==> src/hdl/sei_pkg.sv <==
// shared types and constants for the sei nal encapsulator
package sei_pkg;

  localparam int MAX_PAYLOAD_DEFAULT = 1023;
  localparam int LEN_W               = 10;
  localparam int BYTE_W              = 8;
  localparam int MAX_RESULTS         = 12;
  localparam int COUNT_W             = $clog2(MAX_RESULTS + 1);
  localparam int CFG_INDEX_W         = 2;
  localparam int CFG_DATA_W          = 8;

  // item kinds
  localparam logic KIND_BEGIN = 1'b0;
  localparam logic KIND_DATA  = 1'b1;

  // configuration register indexes
  typedef enum logic [CFG_INDEX_W-1:0] {
    CFG_CODEC_HEVC  = 2'd0,
    CFG_LAYER_BIT   = 2'd1,
    CFG_SECOND_BYTE = 2'd2
  } cfg_index_t;

  // framing byte values
  localparam logic [BYTE_W-1:0] BYTE_ZERO      = 8'h00;
  localparam logic [BYTE_W-1:0] BYTE_ONE       = 8'h01;
  localparam logic [BYTE_W-1:0] BYTE_ESCAPE    = 8'h03;
  localparam logic [BYTE_W-1:0] BYTE_FF        = 8'hFF;
  localparam logic [BYTE_W-1:0] BYTE_TRAILING  = 8'h80;
  localparam logic [BYTE_W-1:0] BYTE_AVC_SEI   = 8'h06;
  localparam logic [BYTE_W-1:0] BYTE_PT_USER   = 8'd5;
  localparam logic [5:0]        HEVC_SEI_TYPE  = 6'd39;
  localparam logic [BYTE_W-1:0] SECOND_RESET   = 8'h01;

  // bytes for one accepted word, front first
  typedef struct packed {
    logic [MAX_RESULTS-1:0][BYTE_W-1:0] bytes;
    logic [COUNT_W-1:0]                 count;
    logic                               term;
  } result_list_t;

endpackage

==> src/hdl/sei_if.sv <==
// valid/ready channel interfaces for input items and output bytes
interface sei_in_if;
  logic                         valid;
  logic                         ready;
  logic                         kind;
  logic [sei_pkg::LEN_W-1:0]    payload_length;
  logic [sei_pkg::BYTE_W-1:0]   data_byte;

  modport source (output valid, output kind, output payload_length, output data_byte,
                  input ready);
  modport sink   (input valid, input kind, input payload_length, input data_byte,
                  output ready);
endinterface

interface sei_out_if;
  logic                         valid;
  logic                         ready;
  logic [sei_pkg::BYTE_W-1:0]   out_byte;
  logic                         last;

  modport source (output valid, output out_byte, output last, input ready);
  modport sink   (input valid, input out_byte, input last, output ready);
endinterface

==> src/hdl/sei_nal_encapsulator.sv <==
// top level of the sei nal encapsulator
//
// in_ch takes words: a begin word (kind 0) with payload_length, or a data
// word (kind 1) with data_byte. out_ch gives the framed nal unit, one byte
// per word, with last set on the trailing 0x80.
// a begin word yields the start code, nal header, payload type, size bytes
// (and the trailing byte when the length is zero): 7 to 11 bytes.
// a data word yields 0 to 3 bytes (escape, payload, trailing byte).
// configuration goes through cfg_we/cfg_index/cfg_data; it is to be
// written only while idle, which the block itself does not enforce.
// the first byte of a word is on out_ch in the cycle after its accept.
// throughput: one output byte per cycle while out_ch is ready, set by
// the single output shift register; the next word is accepted in the
// cycle its predecessor's final byte leaves, so one data word a cycle
// goes through while out_ch is ready and no escape or trailing byte is
// inserted. data words yielding nothing wait for the queue like others.
// when out_ch stalls, the held byte stays and in_ch.ready drops once a
// word's list is waiting. reset clears the queue and framing state and
// restores the configuration defaults (h.264, second header byte 0x01).
module sei_nal_encapsulator #(
  parameter int MAX_PAYLOAD = sei_pkg::MAX_PAYLOAD_DEFAULT
) (
  input  logic                            clk,
  input  logic                            rst,
  input  logic                            cfg_we,
  input  logic [sei_pkg::CFG_INDEX_W-1:0] cfg_index,
  input  logic [sei_pkg::CFG_DATA_W-1:0]  cfg_data,
  sei_in_if.sink                          in_ch,
  sei_out_if.source                       out_ch
);

  sei_pkg::result_list_t list;
  logic                  load_ready;
  logic                  accept;

  // a word is taken whenever the queue is empty or its final byte leaves
  assign in_ch.ready = load_ready;
  assign accept      = in_ch.valid && load_ready;

  sei_framer #(
    .MAX_PAYLOAD (MAX_PAYLOAD)
  ) u_framer (
    .clk            (clk),
    .rst            (rst),
    .cfg_we         (cfg_we),
    .cfg_index      (cfg_index),
    .cfg_data       (cfg_data),
    .accept         (accept),
    .kind           (in_ch.kind),
    .payload_length (in_ch.payload_length),
    .data_byte      (in_ch.data_byte),
    .list           (list)
  );

  sei_out_queue u_queue (
    .clk        (clk),
    .rst        (rst),
    .load       (accept),
    .list       (list),
    .load_ready (load_ready),
    .out_ch     (out_ch)
  );

  // a begin word always frames at least header, type and size bytes
  a_begin_count: assert property (@(posedge clk) disable iff (rst)
    accept && (in_ch.kind == sei_pkg::KIND_BEGIN) |-> list.count >= sei_pkg::COUNT_W'(7))
    else $error("begin word framed too few bytes");

  // a data word yields at most escape, payload and trailing byte
  a_data_count: assert property (@(posedge clk) disable iff (rst)
    accept && (in_ch.kind == sei_pkg::KIND_DATA) |-> list.count <= sei_pkg::COUNT_W'(3))
    else $error("data word framed too many bytes");

  // a begin word puts bytes on the output in the next cycle
  a_begin_out: assert property (@(posedge clk) disable iff (rst)
    accept && (in_ch.kind == sei_pkg::KIND_BEGIN) |=> out_ch.valid)
    else $error("begin word produced no output");

  // input back-pressure only while bytes are waiting
  a_ready_cause: assert property (@(posedge clk) disable iff (rst)
    !in_ch.ready |-> out_ch.valid)
    else $error("input stalled with empty queue");

endmodule

==> src/hdl/sei_framer.sv <==
// framing state, configuration registers and per-word byte list generation
module sei_framer #(
  parameter int MAX_PAYLOAD = sei_pkg::MAX_PAYLOAD_DEFAULT
) (
  input  logic                             clk,
  input  logic                             rst,
  input  logic                             cfg_we,
  input  logic [sei_pkg::CFG_INDEX_W-1:0]  cfg_index,
  input  logic [sei_pkg::CFG_DATA_W-1:0]   cfg_data,
  input  logic                             accept,
  input  logic                             kind,
  input  logic [sei_pkg::LEN_W-1:0]        payload_length,
  input  logic [sei_pkg::BYTE_W-1:0]       data_byte,
  output sei_pkg::result_list_t            list
);

  localparam logic [sei_pkg::LEN_W-1:0] MAX_LEN = sei_pkg::LEN_W'(MAX_PAYLOAD);
  localparam logic [sei_pkg::LEN_W-1:0] RUN     = sei_pkg::LEN_W'(255);

  logic                        codec_hevc;
  logic                        hevc_layer_bit;
  logic [sei_pkg::BYTE_W-1:0]  hevc_second_header_byte;

  logic [1:0]                  zero_run, zero_run_next;
  logic [sei_pkg::LEN_W-1:0]   bytes_remaining, bytes_remaining_next;
  logic                        message_open, message_open_next;

  logic [sei_pkg::LEN_W-1:0]   len_sat;
  logic [2:0]                  nff;
  logic [sei_pkg::LEN_W-1:0]   ff_sub;
  logic [sei_pkg::LEN_W-1:0]   rest_w;
  logic [sei_pkg::BYTE_W-1:0]  rest;
  logic                        zero_len;
  logic [2:0]                  pos;

  logic                        live;
  logic                        esc;
  logic [1:0]                  zr_esc;
  logic [sei_pkg::LEN_W-1:0]   rem_dec;
  logic                        fin;

  // configuration writes
  always_ff @(posedge clk) begin
    if (rst) begin
      codec_hevc              <= 1'b0;
      hevc_layer_bit          <= 1'b0;
      hevc_second_header_byte <= sei_pkg::SECOND_RESET;
    end else if (cfg_we) begin
      unique case (cfg_index)
        sei_pkg::CFG_CODEC_HEVC:  codec_hevc              <= cfg_data[0];
        sei_pkg::CFG_LAYER_BIT:   hevc_layer_bit          <= cfg_data[0];
        sei_pkg::CFG_SECOND_BYTE: hevc_second_header_byte <= cfg_data;
        default: ;
      endcase
    end
  end

  // size coding: a run of 0xff bytes and a remainder
  always_comb begin
    len_sat  = (payload_length > MAX_LEN) ? MAX_LEN : payload_length;
    nff      = 3'(len_sat >= RUN) + 3'(len_sat >= 2 * RUN) + 3'(len_sat >= 3 * RUN)
             + 3'(len_sat >= 4 * RUN);
    unique case (nff)
      3'd0:    ff_sub = '0;
      3'd1:    ff_sub = RUN;
      3'd2:    ff_sub = sei_pkg::LEN_W'(2 * RUN);
      3'd3:    ff_sub = sei_pkg::LEN_W'(3 * RUN);
      default: ff_sub = sei_pkg::LEN_W'(4 * RUN);
    endcase
    rest_w   = len_sat - ff_sub;
    rest     = rest_w[sei_pkg::BYTE_W-1:0];
    zero_len = (len_sat == '0);
  end

  // data word: escape and countdown
  always_comb begin
    live    = message_open && (bytes_remaining != '0);
    esc     = live && zero_run[1] && (data_byte <= sei_pkg::BYTE_ESCAPE);
    zr_esc  = esc ? 2'd0 : zero_run;
    rem_dec = bytes_remaining - 1'b1;
    fin     = live && (rem_dec == '0);
  end

  // byte list and next state
  always_comb begin
    list                 = '0;
    pos                  = '0;
    zero_run_next        = zero_run;
    bytes_remaining_next = bytes_remaining;
    message_open_next    = message_open;
    if (kind == sei_pkg::KIND_BEGIN) begin
      if (codec_hevc) begin
        list.bytes[0] = sei_pkg::BYTE_ZERO;
        list.bytes[1] = sei_pkg::BYTE_ZERO;
        list.bytes[2] = sei_pkg::BYTE_ONE;
        list.bytes[3] = {1'b0, sei_pkg::HEVC_SEI_TYPE, hevc_layer_bit};
        list.bytes[4] = hevc_second_header_byte;
      end else begin
        list.bytes[0] = sei_pkg::BYTE_ZERO;
        list.bytes[1] = sei_pkg::BYTE_ZERO;
        list.bytes[2] = sei_pkg::BYTE_ZERO;
        list.bytes[3] = sei_pkg::BYTE_ONE;
        list.bytes[4] = sei_pkg::BYTE_AVC_SEI;
      end
      list.bytes[5] = sei_pkg::BYTE_PT_USER;
      for (int i = 0; i < sei_pkg::MAX_RESULTS - 6; i++) begin
        pos = 3'(i);
        if (pos < nff) begin
          list.bytes[6+i] = sei_pkg::BYTE_FF;
        end else if (pos == nff) begin
          list.bytes[6+i] = rest;
        end else if ((pos == nff + 3'd1) && zero_len) begin
          list.bytes[6+i] = sei_pkg::BYTE_TRAILING;
        end
      end
      list.count           = sei_pkg::COUNT_W'(7) + sei_pkg::COUNT_W'(nff)
                           + sei_pkg::COUNT_W'(zero_len);
      list.term            = zero_len;
      zero_run_next        = (rest == '0) ? 2'd1 : 2'd0;
      bytes_remaining_next = zero_len ? '0 : len_sat;
      message_open_next    = !zero_len;
    end else if (!live) begin
      message_open_next = 1'b0;
    end else begin
      list.bytes[0] = esc ? sei_pkg::BYTE_ESCAPE : data_byte;
      list.bytes[1] = esc ? data_byte : sei_pkg::BYTE_TRAILING;
      list.bytes[2] = sei_pkg::BYTE_TRAILING;
      list.count    = sei_pkg::COUNT_W'(1) + sei_pkg::COUNT_W'(esc) + sei_pkg::COUNT_W'(fin);
      list.term     = fin;
      if (data_byte == '0) begin
        zero_run_next = zr_esc[1] ? zr_esc : zr_esc + 2'd1;
      end else begin
        zero_run_next = 2'd0;
      end
      bytes_remaining_next = rem_dec;
      if (fin) begin
        message_open_next = 1'b0;
        zero_run_next     = 2'd0;
      end
    end
  end

  always_ff @(posedge clk) begin
    if (rst) begin
      zero_run        <= '0;
      bytes_remaining <= '0;
      message_open    <= 1'b0;
    end else if (accept) begin
      zero_run        <= zero_run_next;
      bytes_remaining <= bytes_remaining_next;
      message_open    <= message_open_next;
    end
  end

endmodule

==> src/hdl/sei_out_queue.sv <==
// output shift register sending a word's bytes one per cycle while ready
module sei_out_queue (
  input  logic                  clk,
  input  logic                  rst,
  input  logic                  load,
  input  sei_pkg::result_list_t list,
  output logic                  load_ready,
  sei_out_if.source             out_ch
);

  logic [sei_pkg::MAX_RESULTS-1:0][sei_pkg::BYTE_W-1:0] bytes;
  logic [sei_pkg::COUNT_W-1:0]                          count;
  logic                                                 term;
  logic                                                 take;

  assign take       = out_ch.valid && out_ch.ready;
  assign load_ready = (count == '0) || ((count == sei_pkg::COUNT_W'(1)) && out_ch.ready);

  assign out_ch.valid    = (count != '0);
  assign out_ch.out_byte = bytes[0];
  assign out_ch.last     = term && (count == sei_pkg::COUNT_W'(1));

  always_ff @(posedge clk) begin
    if (rst) begin
      count <= '0;
      term  <= 1'b0;
    end else if (load) begin
      count <= list.count;
      term  <= list.term;
    end else if (take) begin
      count <= count - 1'b1;
    end
  end

  // payload shifts toward the front
  always_ff @(posedge clk) begin
    if (load) begin
      bytes <= list.bytes;
    end else if (take) begin
      for (int i = 0; i < sei_pkg::MAX_RESULTS - 1; i++) begin
        bytes[i] <= bytes[i+1];
      end
      bytes[sei_pkg::MAX_RESULTS-1] <= '0;
    end
  end

endmodule
==> src/flat_wrapper.sv <==
// flat-port wrapper written by rule: the top's interface ports become plain ports
module sei_nal_encapsulator_flat 
#(
  parameter int MAX_PAYLOAD = sei_pkg::MAX_PAYLOAD_DEFAULT
)
  (clk, rst, cfg_we, cfg_index, cfg_data, in_ch_valid, in_ch_kind, in_ch_payload_length, in_ch_data_byte, in_ch_ready, out_ch_valid, out_ch_out_byte, out_ch_last, out_ch_ready);
  sei_in_if in_ch_i ();
  sei_out_if out_ch_i ();
  input  logic clk;
  input  logic rst;
  input  logic cfg_we;
  input  logic [sei_pkg::CFG_INDEX_W-1:0] cfg_index;
  input  logic [sei_pkg::CFG_DATA_W-1:0] cfg_data;
  input wire logic [$bits(in_ch_i.valid)-1:0] in_ch_valid;
  input wire logic [$bits(in_ch_i.kind)-1:0] in_ch_kind;
  input wire logic [$bits(in_ch_i.payload_length)-1:0] in_ch_payload_length;
  input wire logic [$bits(in_ch_i.data_byte)-1:0] in_ch_data_byte;
  output wire logic [$bits(in_ch_i.ready)-1:0] in_ch_ready;
  output wire logic [$bits(out_ch_i.valid)-1:0] out_ch_valid;
  output wire logic [$bits(out_ch_i.out_byte)-1:0] out_ch_out_byte;
  output wire logic [$bits(out_ch_i.last)-1:0] out_ch_last;
  input wire logic [$bits(out_ch_i.ready)-1:0] out_ch_ready;
  assign in_ch_i.valid = in_ch_valid;
  assign in_ch_i.kind = in_ch_kind;
  assign in_ch_i.payload_length = in_ch_payload_length;
  assign in_ch_i.data_byte = in_ch_data_byte;
  assign in_ch_ready = in_ch_i.ready;
  assign out_ch_valid = out_ch_i.valid;
  assign out_ch_out_byte = out_ch_i.out_byte;
  assign out_ch_last = out_ch_i.last;
  assign out_ch_i.ready = out_ch_ready;
  sei_nal_encapsulator #(.MAX_PAYLOAD(MAX_PAYLOAD)) u_core (.clk(clk), .rst(rst), .cfg_we(cfg_we), .cfg_index(cfg_index), .cfg_data(cfg_data), .in_ch(in_ch_i), .out_ch(out_ch_i));
endmodule
==> config.mk <==
export PLATFORM = sky130hd
export DESIGN_NAME = sei_nal_encapsulator_flat
export DESIGN_NICKNAME = d
export VERILOG_FILES = /design/src/hdl/sei_pkg.sv /design/src/hdl/sei_if.sv /design/src/hdl/sei_nal_encapsulator.sv /design/src/hdl/sei_framer.sv /design/src/hdl/sei_out_queue.sv /design/src/flat_wrapper.sv
export SDC_FILE = /design/constraint.sdc
export NUM_CORES = 1
export LEC_CHECK = 0
export ABC_AREA = 1
export BUFFER_PORTS_ARGS = -buffer_cell sky130_fd_sc_hd__buf_2
export CAP_MARGIN = 10
export CORE_UTILIZATION = 35
export CTS_CLUSTER_DIAMETER = 30
export DETAILED_ROUTE_END_ITERATION = 10
export GPL_TIMING_DRIVEN = 0
export HOLD_SLACK_MARGIN = 0.06
export RECOVER_POWER = 100
export SLEW_MARGIN = 10
export SYNTH_ARGS = -nofsm -noshare
export SYNTH_HDL_FRONTEND = slang
export SYNTH_SLANG_ARGS = --single-unit
==> constraint.sdc <==
create_clock -name clk -period 5.8 [get_ports clk]
set_input_delay 0.29 -clock clk [delete_from_list [all_inputs] [get_ports clk]]
set_output_delay 0.29 -clock clk [all_outputs]
set_load 0.01 [all_outputs]
==> qor.csv, run 1 <==
stage,metric,value,unit
routing,First-pass DRT Iterations,5,
outcome,failing checks,max-capacitance violations,
global_routing,number of global-route vias before repair,5072,
timing,Slew @ Worst Pin,1.50,ns
final_layout,Final nets,885,
timing,fmax,233,MHz
worst_setup_path,kind of critical path,reg -> reg,
final_layout,Antenna Cells,0,
logic_synthesis,Avg Inst Size Synth,8.76,sq um
routing,final WL,15.6,mm
min_path,HP Class,in -> reg,
final_layout,fin cells,1077,
pwr,total power,0.00434,W
pwr,pwr dens,560,nW/um^2
clocking,Post-CTS Setup Inserts,0,
min_path,hold depth,2,
floorplanning,Core Rows,50,
floorplanning,Die H,140,um
global_routing,gr ovfl total,0,
worst_setup_path,cells on worst reg2reg path,9,
clocking,Clock transition at path regs,0.06,ns
final_layout,fraction of layout cells with a size suffix above 1,12.5,%
pwr,Lkg Pwr,3.41,nW
worst_setup_path,maximum fanout along the worst path,24,
logic_synthesis,asr flop ratio synth,0,%
routing,DR vias/cell,4.97,
outcome,status,finished with violations,
timing,Tcrit/Tclk final,73.9,%
logic_synthesis,sequential-to-total area share from yosys stat,51.6,%
clocking,Clock Tree Buf Depth,2,
place,dpl ws,1.49,ns
place,# port buffers,44,
routing,"antenna viol nets, final",0,
flow_run,Max Cap Viol,1,
routing,total number of vias,5353,
timing,Layout Skew,0.00655,ns
timing,Final min period,4.28,ns
floorplanning,Core Area,18700,sq um
floorplanning,initial core utilization,35.7,%
worst_setup_path,CP arrival,4.40,ns
clocking,CTS resizes,0,
routing,Initial DRC Count,467,
worst_setup_path,data required time of the worst path,5.92,ns
logic_synthesis,Synth Cell Area,6670,sq um
timing,"Setup violations, final",0,
worst_setup_path,Crit. End Element,flop,
clocking,CTS Buf Count,17,
timing,final slew viol count,0,
logic_synthesis,ys flop type,edfxtp_1,
global_routing,first-pass GRT wire length,25.7,mm
final_layout,P&R area growth vs syn,16.1,%
global_routing,largest net degree at the start of global routing,25,
timing,worst setup margin,1.52,ns
clocking,CTS tree,done,
logic_synthesis,register bit count reported by yosys,124,
logic_synthesis,Synth Warn #,0,
logic_synthesis,Gate Count Post-Synth,762,
clocking,# clock sinks,124,
floorplanning,die width,140,um
final_layout,post-route cell area,7740,sq um
logic_synthesis,"EDFF count, synth",96,
clocking,CTS root buf,clkbuf_16,
timing,RSZ-0062 raised after global routing,no,
routing,# DRC,0,
timing,TNS Setup,0,ns
place,cell area after placement,7330,sq um
logic_synthesis,distinct cell type count after synthesis,41,
clocking,Clock Latency Late Sink,0.41,ns
floorplanning,num ports,45,
floorplanning,Die Area,19600,sq um
global_routing,antenna violations before repair,0,
timing,Final Hold Fails,0,
global_routing,gr usage total,16.7,%
routing,post-DR wirelength/cell,14.5,um
clocking,CTS Hold Bufs,0,
clocking,CTS H-Tree Depth,4,
pwr,Worst VDD drop,0.250,mV
place,hpwl dp,11.4,mm
place,gpl congestion,0.854,
logic_synthesis,Syn Nets,817,
timing,Slew Limit Headroom,0.194,%
place,placed insts,1045,
worst_setup_path,crit path launch type,flop,
==> where the power goes <==
| group | switching [W] | internal [W] |
|---|---|---|
| clock | 0.000410 | 0.000615 |
| sequential | 0.000124 | 0.00158 |
| combinational | 0.00105 | 0.000556 |
| total | 0.00158 | 0.00275 |
==> cell usage after synthesis (2+ instances only) <==
library cell  number  area share [%]
a21oi_2            3            0.39
xor2_1             3            0.39
nand3b_1           2            0.22
a41oi_1            2            0.26
nor2_2             6            0.56
clkbuf_1          10            0.56
o21ai_0           52             3.9
o21ai_1           14             1.1
nor2_4             5            0.84
a22o_1            18             2.4
nand2_1          182              10
xnor2_1            2            0.26
inv_2              6            0.34
ha_1              19             3.6
nand3_1           27             2.0
nor4_1             4            0.38
nand3_2            3            0.45
a31oi_1            9            0.84
o41ai_1            2            0.26
nor2_1            67             3.8
o211ai_1          10             1.1
a21oi_1           28             2.1
nor3_1             7            0.53
nand2_2            4            0.38
dfxtp_1           28             8.4
buf_4             11             1.2
fa_1               2            0.60
edfxtp_1          96              43
buf_2             16             1.2
nand4_1            8            0.75
a32o_1             6            0.90
inv_1            101             5.7
==> registers in the layout, summed over array words and instances (netlist names) <==
name,count
u_core.u_queue.out_ch.out_byte,8
u_core.u_framer.bytes_remaining,10
u_core.u_framer.hevc_layer_bit,1
u_core.u_framer.zero_run,2
u_core.u_queue.count,4
u_core.u_queue.term,1
u_core.u_framer.hevc_second_header_byte,8
u_core.u_queue.bytes,88
u_core.u_framer.message_open,1
u_core.u_framer.codec_hevc,1
==> per-layer routing <==
metal  vias up  wire, um  global-route usage [%]
met5         -         0                       0
met4         0       196                    5.26
met3        18       638                    3.08
met2       129      7440                    28.7
met1      2512      7340                    21.4
li1       2694         -                       -
==> stage by stage <==
step           hold WS (ns)  util [%]
2_1_floorplan         0.369         -
3_3_place_gp          0.478      38.4
3_5_place_dp          0.482      39.2
4_1_cts              0.0622      42.2
5_1_grt              0.0870      41.4
6_report             0.0686      41.4
==> cells by family after synthesis <==
family	share of synthesized area, %
buf+inv	9.25
simple gates	20.4
flops	51.6
xor+xnor	0.657
fa+ha+maj	4.16
compound gates	13.9
==> critical path: stages (launching register included) <==
cell and delay [ns]:
dfxtp_1 0.35, inv_1 0.08, ha_1 0.23, nand3_1 0.18, nor2_1 0.07, a21oi_1 1.13, clkbuf_1 0.77, clkbuf_1 0.72
buf_16 0.25, buf_16 0.19
==> placed cells by master, fill, tap and decap left out, types with 3 or more instances in the layout <==
| cell | Yosys | final |
|---|---|---|
| clkbuf_16 | 0 | 17 |
| buf_2 | 16 | 43 |
| a22o_1 | 18 | 18 |
| nor2_2 | 6 | 5 |
| nand4_1 | 8 | 8 |
| nand2_2 | 4 | 3 |
| ha_1 | 19 | 19 |
| edfxtp_1 | 96 | 96 |
| inv_6 | 0 | 3 |
| buf_4 | 11 | 9 |
| a21oi_1 | 28 | 30 |
| o21ai_1 | 14 | 3 |
| nor2_1 | 67 | 68 |
| nand2_1 | 182 | 184 |
| clkinvlp_4 | 0 | 4 |
| dfxtp_1 | 28 | 28 |
| nand3_1 | 27 | 29 |
| inv_1 | 101 | 102 |
| o21ai_0 | 52 | 64 |
| clkbuf_1 | 10 | 34 |
| nor4_1 | 4 | 4 |
| nor2_4 | 5 | 5 |
| xor2_1 | 3 | 3 |
| o211ai_1 | 10 | 10 |
| a32o_1 | 6 | 6 |
| inv_2 | 6 | 4 |
| a31oi_1 | 9 | 9 |
| nor3_1 | 7 | 7 |
==> worst paths after layout <==
path / start / to / slack, ns
worst max-delay path: u_core.u_queue.count[0] / u_core.u_queue.bytes[75] / 1.52
worst min-delay path: rst / u_core.u_framer.codec_hevc / 0.07
worst max register to register: u_core.u_queue.count[0] / u_core.u_queue.bytes[75] / 1.52
worst min register to register: u_core.u_framer.hevc_second_header_byte[0] / u_core.u_framer.hevc_second_header_byte[0] / 0.50
==> layout make-up <==
class	count	area, sq um
buffer	38	188
clock buffer	20	457
clock inverter	12	114
fill	1861	11000
inverter	108	405
multi-input combinational	492	2570
sequential	124	3440
tap	234	293
timing repair buffer	49	274
Note: power is estimated with default switching activity, not from simulation.
==> inputs of run 2 (changes only) <==
- clock period: 5.8 -> 3.5 ns (I/O delays scaled with it)
==> run 2 against run 1 <==
  * The flow now finishes without violations
  * Hold slack improved by 0.00081 ns
  * Wire length rose by 2.0%
  * Sequential power rose by 65%
  * Fmax rose by 32%
  * Non-clock buffer count rose by 17
  * Core utilization rose by 1.8 points
  * First-iteration DRC count fell by 18%
  * Critical path depth rose by 1
  * Combinational power rose by 74%
  * Count of clock-buffer cells in the layout fell by 2
  * Clock skew rose by 0.0029 ns
  * Design area rose by 4.5%
==> qor.csv, run 2 (synthesized netlist as in run 1, its figures left out) <==
stage,metric,value,unit,change
clocking,CTS H-Tree Depth,4,,unchanged
pwr,total power,0.00744,W,+72%
worst_setup_path,Worst Path Buf+Inv,6,,+1
place,# port buffers,44,,unchanged
global_routing,largest net degree at the start of global routing,25,,unchanged
worst_setup_path,"Top cell by count, worst path",buf_16,,
global_routing,number of global-route vias before repair,5121,,+0.97%
clocking,CTS tree,done,,
routing,total number of vias,5418,,+1.2%
clocking,# clock sinks,124,,unchanged
routing,post-DR wirelength/cell,14.6,um,+0.43%
timing,TNS Setup,0,ns,unchanged
place,gpl congestion,0.867,,+1.6%
final_layout,largest reg by FF count,u_core.u_queue.bytes,,
routing,Initial DRC Count,383,,-18%
clocking,Clock transition at path regs,0.06,ns,about the same
timing,Final Hold Fails,0,,unchanged
floorplanning,Core Rows,50,,unchanged
worst_setup_path,maximum fanout along the worst path,24,,unchanged
place,placed insts,1045,,unchanged
global_routing,met1 global-route usage,22.3,%,+0.98 points
floorplanning,die width,140,um,unchanged
final_layout,fin cells,1094,,+1.6%
flow_run,Max Cap Viol,0,,-1
final_layout,Final nets,902,,+1.9%
timing,Tcrit/Tclk final,92.9,%,+19 points
global_routing,gr usage total,17.2,%,+0.43 points
clocking,Clock Latency Late Sink,0.43,ns,+0.02 ns
final_layout,Antenna Cells,0,,unchanged
global_routing,gr ovfl total,0,,unchanged
worst_setup_path,Crit. End Element,flop,,
clocking,CTS root buf,clkbuf_16,,
timing,Hold WS,0.0694,ns,+0.000807 ns
routing,"antenna viol nets, final",0,,unchanged
final_layout,fraction of layout cells with a size suffix above 1,15.7,%,+3.2 points
pwr,Worst VDD drop,0.407,mV,+63%
worst_setup_path,crit path launch type,flop,,
final_layout,number of fill cells,1797,,-3.4%
timing,Final min period,3.25,ns,-1.03 ns
floorplanning,Die H,140,um,unchanged
clocking,Clock Tree Buf Depth,2,,unchanged
final_layout,"commonest cells after routing, fill and taps aside","nand2_1 (177), inv_1 (97), edfxtp_1 (96)",,
global_routing,GRT met3 Usage,3.62,%,+0.55 points
global_routing,GRT busiest layer,met2,,
worst_setup_path,critical path's largest stage delay,0.51,ns,-0.62 ns
timing,Slew @ Worst Pin,0.869,ns,-0.628 ns
floorplanning,Die Area,19600,sq um,unchanged
final_layout,Largest register FFs,88,,unchanged
timing,fmax,308,MHz,+32%
final_layout,"Core Util, Final",43.2,%,+1.8 points
floorplanning,initial core utilization,35.7,%,unchanged
place,hpwl dp,11.2,mm,-1.1%
worst_setup_path,CP arrival,3.34,ns,-1.06 ns
pwr,pwr dens,920,nW/um^2,+64%
timing,Layout Skew,0.00942,ns,+0.00288 ns
clocking,CTS Buf Count,17,,unchanged
global_routing,GR Util met2,28.7,%,about the same
final_layout,biggest regs,"u_core.u_queue.bytes x88, u_core.u_framer.bytes_remaining x10",,
timing,final slew viol count,0,,unchanged
floorplanning,Core Area,18700,sq um,unchanged
worst_setup_path,data required time of the worst path,3.59,ns,-2.33 ns
pwr,Lkg Pwr,3.52,nW,+3.2%
floorplanning,num ports,45,,unchanged
routing,DR vias/cell,4.95,,-0.36%
worst_setup_path,"delay-heaviest family, CP",buffers and inverters,,
global_routing,first-pass GRT wire length,26.1,mm,+1.5%
timing,Slew Limit Headroom,41.6,%,+41 points
min_path,HP Class,in -> reg,,
final_layout,P&R area growth vs syn,21.2,%,
final_layout,"commonest non-fill, non-tap cell in the layout",nand2_1,,
routing,# DRC,0,,unchanged
timing,"Setup violations, final",0,,unchanged
worst_setup_path,kind of critical path,reg -> reg,,
routing,First-pass DRT Iterations,4,,-1
worst_setup_path,crit path cell chain,inv_1 > ha_1 > nand3_1 > nor2_1 > a21oi_1 > buf_16 > buf_16 > clkbuf_2 > buf_16 > buf_4,,
outcome,status,completed,,
global_routing,antenna violations before repair,0,,unchanged
worst_setup_path,"Max stage delay cell, worst path",clkbuf_2,,
routing,final WL,15.9,mm,+2.0%
==> run 2: changes by cell type in the layout (fill, tap and decap cells not counted), moves of 5 or more <==
cell,change
nand2_1,-7
inv_1,-5
nand2_2,+5
dlygate4sd3_1,+13
buf_4,+5
==> run 2: cell type report <==
cell class	count	area, sq um	share of cell area (%)
Clock buffer	18	429	5.31
Multi-Input combinational cell	492	2680	33.1
Timing Repair Buffer	66	460	5.69
Inverter	108	412	5.09
Tap cell	234	293	3.62
Clock inverter	14	186	2.30
Buffer	38	188	2.32
Sequential cell	124	3440	42.6
==> run 2: path summary, 6_finish.rpt <==
kind | cells after the start | to | startpoint | slack, ns
max | 10 | u_core.u_queue.bytes[78] | u_core.u_queue.count[0] | 0.25
min | 2 | u_core.u_queue.out_ch.out_byte[2] | in_ch_data_byte[2] | 0.07
max reg2reg | 10 | u_core.u_queue.bytes[78] | u_core.u_queue.count[0] | 0.25
min reg2reg | 2 | u_core.u_framer.hevc_second_header_byte[0] | u_core.u_framer.hevc_second_header_byte[0] | 0.50
==> run 2: power breakdown <==
| group | leakage [nW] | switching (W) | internal (W) |
|---|---|---|---|
| Combinational | 2.01 | 0.00179 | 0.00101 |
| Sequential | 1.21 | 0.000201 | 0.00261 |
| Clock | 0.293 | 0.000693 | 0.00113 |
==> run 2: stage by stage <==
step	setup WS [ns]	cell area [sq um]
4_1_cts	0.0197	8110
2_1_floorplan	0.117	6680
3_5_place_dp	-0.704	7330
3_3_place_gp	-0.707	7190
5_1_grt	-0.0178	8090
6_report	0.248	8090
==> run 2: timing repair <==
item                       in CTS  in global routing
setup endpoints to repair      22                 32
setup buffers                   0                  4
hold buffers                   13                  0
pin swaps                       0                  4
gates resized for setup        11                 19
hold endpoints to repair       12                  0
==> run 2: routing by layer <==
| layer | share of wire (%) | vias up | wire [um] |
|---|---|---|---|
| met5 | 0 | - | 0 |
| met4 | 1.1 | 0 | 175 |
| met3 | 3.9 | 13 | 620 |
| met2 | 48 | 125 | 7650 |
| met1 | 47 | 2547 | 7480 |
| li1 | - | 2733 | - |
==> inputs of run 3 (changes only) <==
- clock period: 3.5 -> 3.8 ns (I/O delays scaled with it)
==> run 3 against run 2 <==
  * Critical path depth stayed put
  * Clock skew increased by 0.0074 ns
  * Hold slack better by 0.0047 ns
  * Clock power shrank 8%
  * Combinational power down 9.6%
  * Total power decreased by 8.5%
  * Fmax decreased by 7.7%
  * Setup slack gained 0.028 ns
  * Via count down 1.0%
  * Final cell count is 0.73% lower
  * Die area unchanged
  * Sequential cell count unchanged
==> qor.csv, run 3 (synthesized netlist as in run 1, its figures left out) <==
stage,metric,value,unit,change
worst_setup_path,Reg2Reg Capture Point,u_core.u_queue.bytes[57],,
clocking,CTS tree,done,,
routing,total number of vias,5364,,-1.0%
timing,Final Hold Fails,0,,unchanged
pwr,clock share of power,24.7,%,+0.2 points
routing,Detail Route met2 WL,7.50,mm,-1.9%
timing,Layout Skew,0.0168,ns,+0.00737 ns
routing,First-pass DRT Iterations,5,,+1
place,gpl congestion,0.867,,unchanged
final_layout,largest reg by FF count,u_core.u_queue.bytes,,
timing,fmax,284,MHz,-7.7%
place,hpwl dp,11.2,mm,unchanged
clocking,CTS root buf,clkbuf_16,,
outcome,status,completed,,
routing,Initial DRC Count,410,,+7.0%
floorplanning,Core Rows,50,,unchanged
final_layout,P&R area growth vs syn,19.2,%,
timing,"Setup violations, final",0,,unchanged
clocking,CTS Buf Count,17,,unchanged
final_layout,Largest register FFs,88,,unchanged
pwr,internal power,0.00436,W,-8.4%
floorplanning,Die Area,19600,sq um,unchanged
final_layout,fraction of layout cells with a size suffix above 1,14.0,%,-1.7 points
timing,Hold WS,0.0740,ns,+0.00466 ns
clocking,Post-CTS Setup Inserts,0,,unchanged
global_routing,gr usage total,17.1,%,-0.11 points
worst_setup_path,worst reg-to-reg setup slack,0.28,ns,+0.03 ns
pwr,switching portion of total power,36.0,%,-0.058 points
final_layout,number of fill cells,1811,,+0.78%
routing,final WL,15.8,mm,-1.1%
routing,DR vias/cell,4.94,,-0.27%
worst_setup_path,r2r startpoint,u_core.u_queue.count[0],,
pwr,net switching power,0.00245,W,-8.7%
routing,post-DR wirelength/cell,14.5,um,-0.35%
final_layout,post-route cell area,7950,sq um,-1.7%
global_routing,gr ovfl total,0,,unchanged
timing,Final min period,3.52,ns,+0.272 ns
routing,top sig layer,met4,,
final_layout,biggest regs,"u_core.u_queue.bytes x88, u_core.u_framer.bytes_remaining x10",,
clocking,Clock Tree Buf Depth,2,,unchanged
floorplanning,die width,140,um,unchanged
min_path,HP Class,in -> reg,,
place,cell area after placement,7330,sq um,unchanged
clocking,Clock transition at path regs,0.06,ns,about the same
final_layout,"commonest non-fill, non-tap cell in the layout",nand2_1,,
pwr,sequential power share,38.1,%,+0.3 points
routing,metal1 wirelength,7.49,mm,about the same
worst_setup_path,Crit. End Element,flop,,
place,# port buffers,44,,unchanged
timing,RSZ-0062 raised after global routing,no,,
worst_setup_path,maximum fanout along the worst path,24,,unchanged
worst_setup_path,data required time of the worst path,3.89,ns,+0.30 ns
worst_setup_path,crit path launch type,flop,,
floorplanning,Core Area,18700,sq um,unchanged
worst_setup_path,worst setup path startpoint,u_core.u_queue.count[0],,
clocking,Clock Latency Late Sink,0.43,ns,about the same
floorplanning,initial core utilization,35.7,%,unchanged
clocking,# clock sinks,124,,unchanged
final_layout,"commonest cells after routing, fill and taps aside","nand2_1 (179), inv_1 (100), edfxtp_1 (96)",,
worst_setup_path,CP arrival,3.61,ns,+0.27 ns
flow_run,Max Cap Viol,0,,unchanged
routing,"antenna viol nets, final",0,,unchanged
floorplanning,Die H,140,um,unchanged
pwr,pwr dens,856,nW/um^2,-6.9%
routing,Met3 Wirelength,601,um,-3.1%
routing,# DRC,0,,unchanged
final_layout,Multi-input gate area,2620,sq um,-2.2%
final_layout,Final nets,894,,-0.89%
floorplanning,num ports,45,,unchanged
clocking,CTS H-Tree Depth,4,,unchanged
final_layout,FF/Latch Area,3440,sq um,unchanged
worst_setup_path,cells on worst reg2reg path,10,,unchanged
pwr,Lkg Pwr,3.47,nW,-1.2%
timing,final slew viol count,0,,unchanged
worst_setup_path,Critical Path End,u_core.u_queue.bytes[57],,
global_routing,number of global-route vias before repair,5072,,-0.96%
final_layout,Antenna Cells,0,,unchanged
global_routing,largest net degree at the start of global routing,25,,unchanged
pwr,Worst VDD drop,0.373,mV,-8.4%
timing,Slew Limit Headroom,14.2,%,-27 points
timing,Slew @ Worst Pin,1.29,ns,+0.418 ns
pwr,Combinational Power Share,37.2,%,-0.4 points
global_routing,antenna violations before repair,0,,unchanged
global_routing,first-pass GRT wire length,25.9,mm,-0.74%
worst_setup_path,kind of critical path,reg -> reg,,
timing,Tcrit/Tclk final,92.7,%,-0.16 points
run 3: changes by cell type in the layout (fill, tap and decap cells not counted), sizes merged:
cell	delta
buf	-4
dlygate4sd3	-4
clkinvlp	-1
inv	+1
run 3: worst max-delay path: stages, from the launching register on:
cell and delay (ns):
dfxtp_1 0.36, inv_1 0.08, ha_1 0.23, nand3_1 0.19, nor2_1 0.06, a21oi_1 0.31
clkbuf_1 0.99, buf_16 0.26, buf_16 0.19, buf_16 0.16, buf_4 0.32
run 3: area by class of cell:
type	count	share of cell area, %
buffer	38	2.36
multi-input combinational	492	32.9
tap	234	3.68
clock inverter	14	2.34
inverter	108	5.10
clock buffer	18	5.40
timing repair buffer	58	4.89
sequential	124	43.3
run 3: power groups by stage:
stage	Combinational [W]	Sequential, W	Clock [W]
after floorplan	0.00182	0.00260	0
after global placement	0.00241	0.00265	0
after detailed placement	0.00268	0.00261	0
after CTS	0.00270	0.00259	0.00170
after global routing	0.00285	0.00265	0.00177
final	0.00253	0.00259	0.00168
run 3: worst min path at each step:
stage                  from                             end  slack [ns]  cells past startpoint
3_5_place_dp            rst      u_core.u_framer.codec_hevc        0.40                      2
4_1_cts        cfg_index[1]      u_core.u_framer.codec_hevc        0.06                      3
3_3_place_gp            rst      u_core.u_framer.codec_hevc        0.40                      2
5_1_grt        cfg_index[1]  u_core.u_framer.hevc_layer_bit        0.08                      3
6_report       cfg_index[1]  u_core.u_framer.hevc_layer_bit        0.07                      3
2_1_floorplan           rst      u_core.u_framer.codec_hevc        0.27                      1
run 3: what timing repair did:
action                                  4_1_cts  5_1_grt
hold buffers                                  9        0
hold endpoints to repair                     10        0
resized for setup                             0       11
endpoints found under the setup margin        0       32
run 3: per-layer routing:
layer | vias to the layer above | global-route usage [%]
met5 | - | 0
met4 | 0 | 5.09
met3 | 11 | 3.62
met2 | 120 | 28.4
met1 | 2522 | 22.2
li1 | 2711 | -
run 3: through the flow:
step	utilization, %	std cells	setup slack, ns	TNS [ns]	total power [W]
floorplan	-	762	0.402	0	0.00442
global placement	38.4	1040	-0.422	-7.65	0.00506
detailed placement	39.2	1045	-0.419	-7.32	0.00529
CTS	43.0	1086	0.0217	0	0.00699
global route	42.5	1086	0.00228	0	0.00727
finish	42.5	1086	0.276	0	0.00681
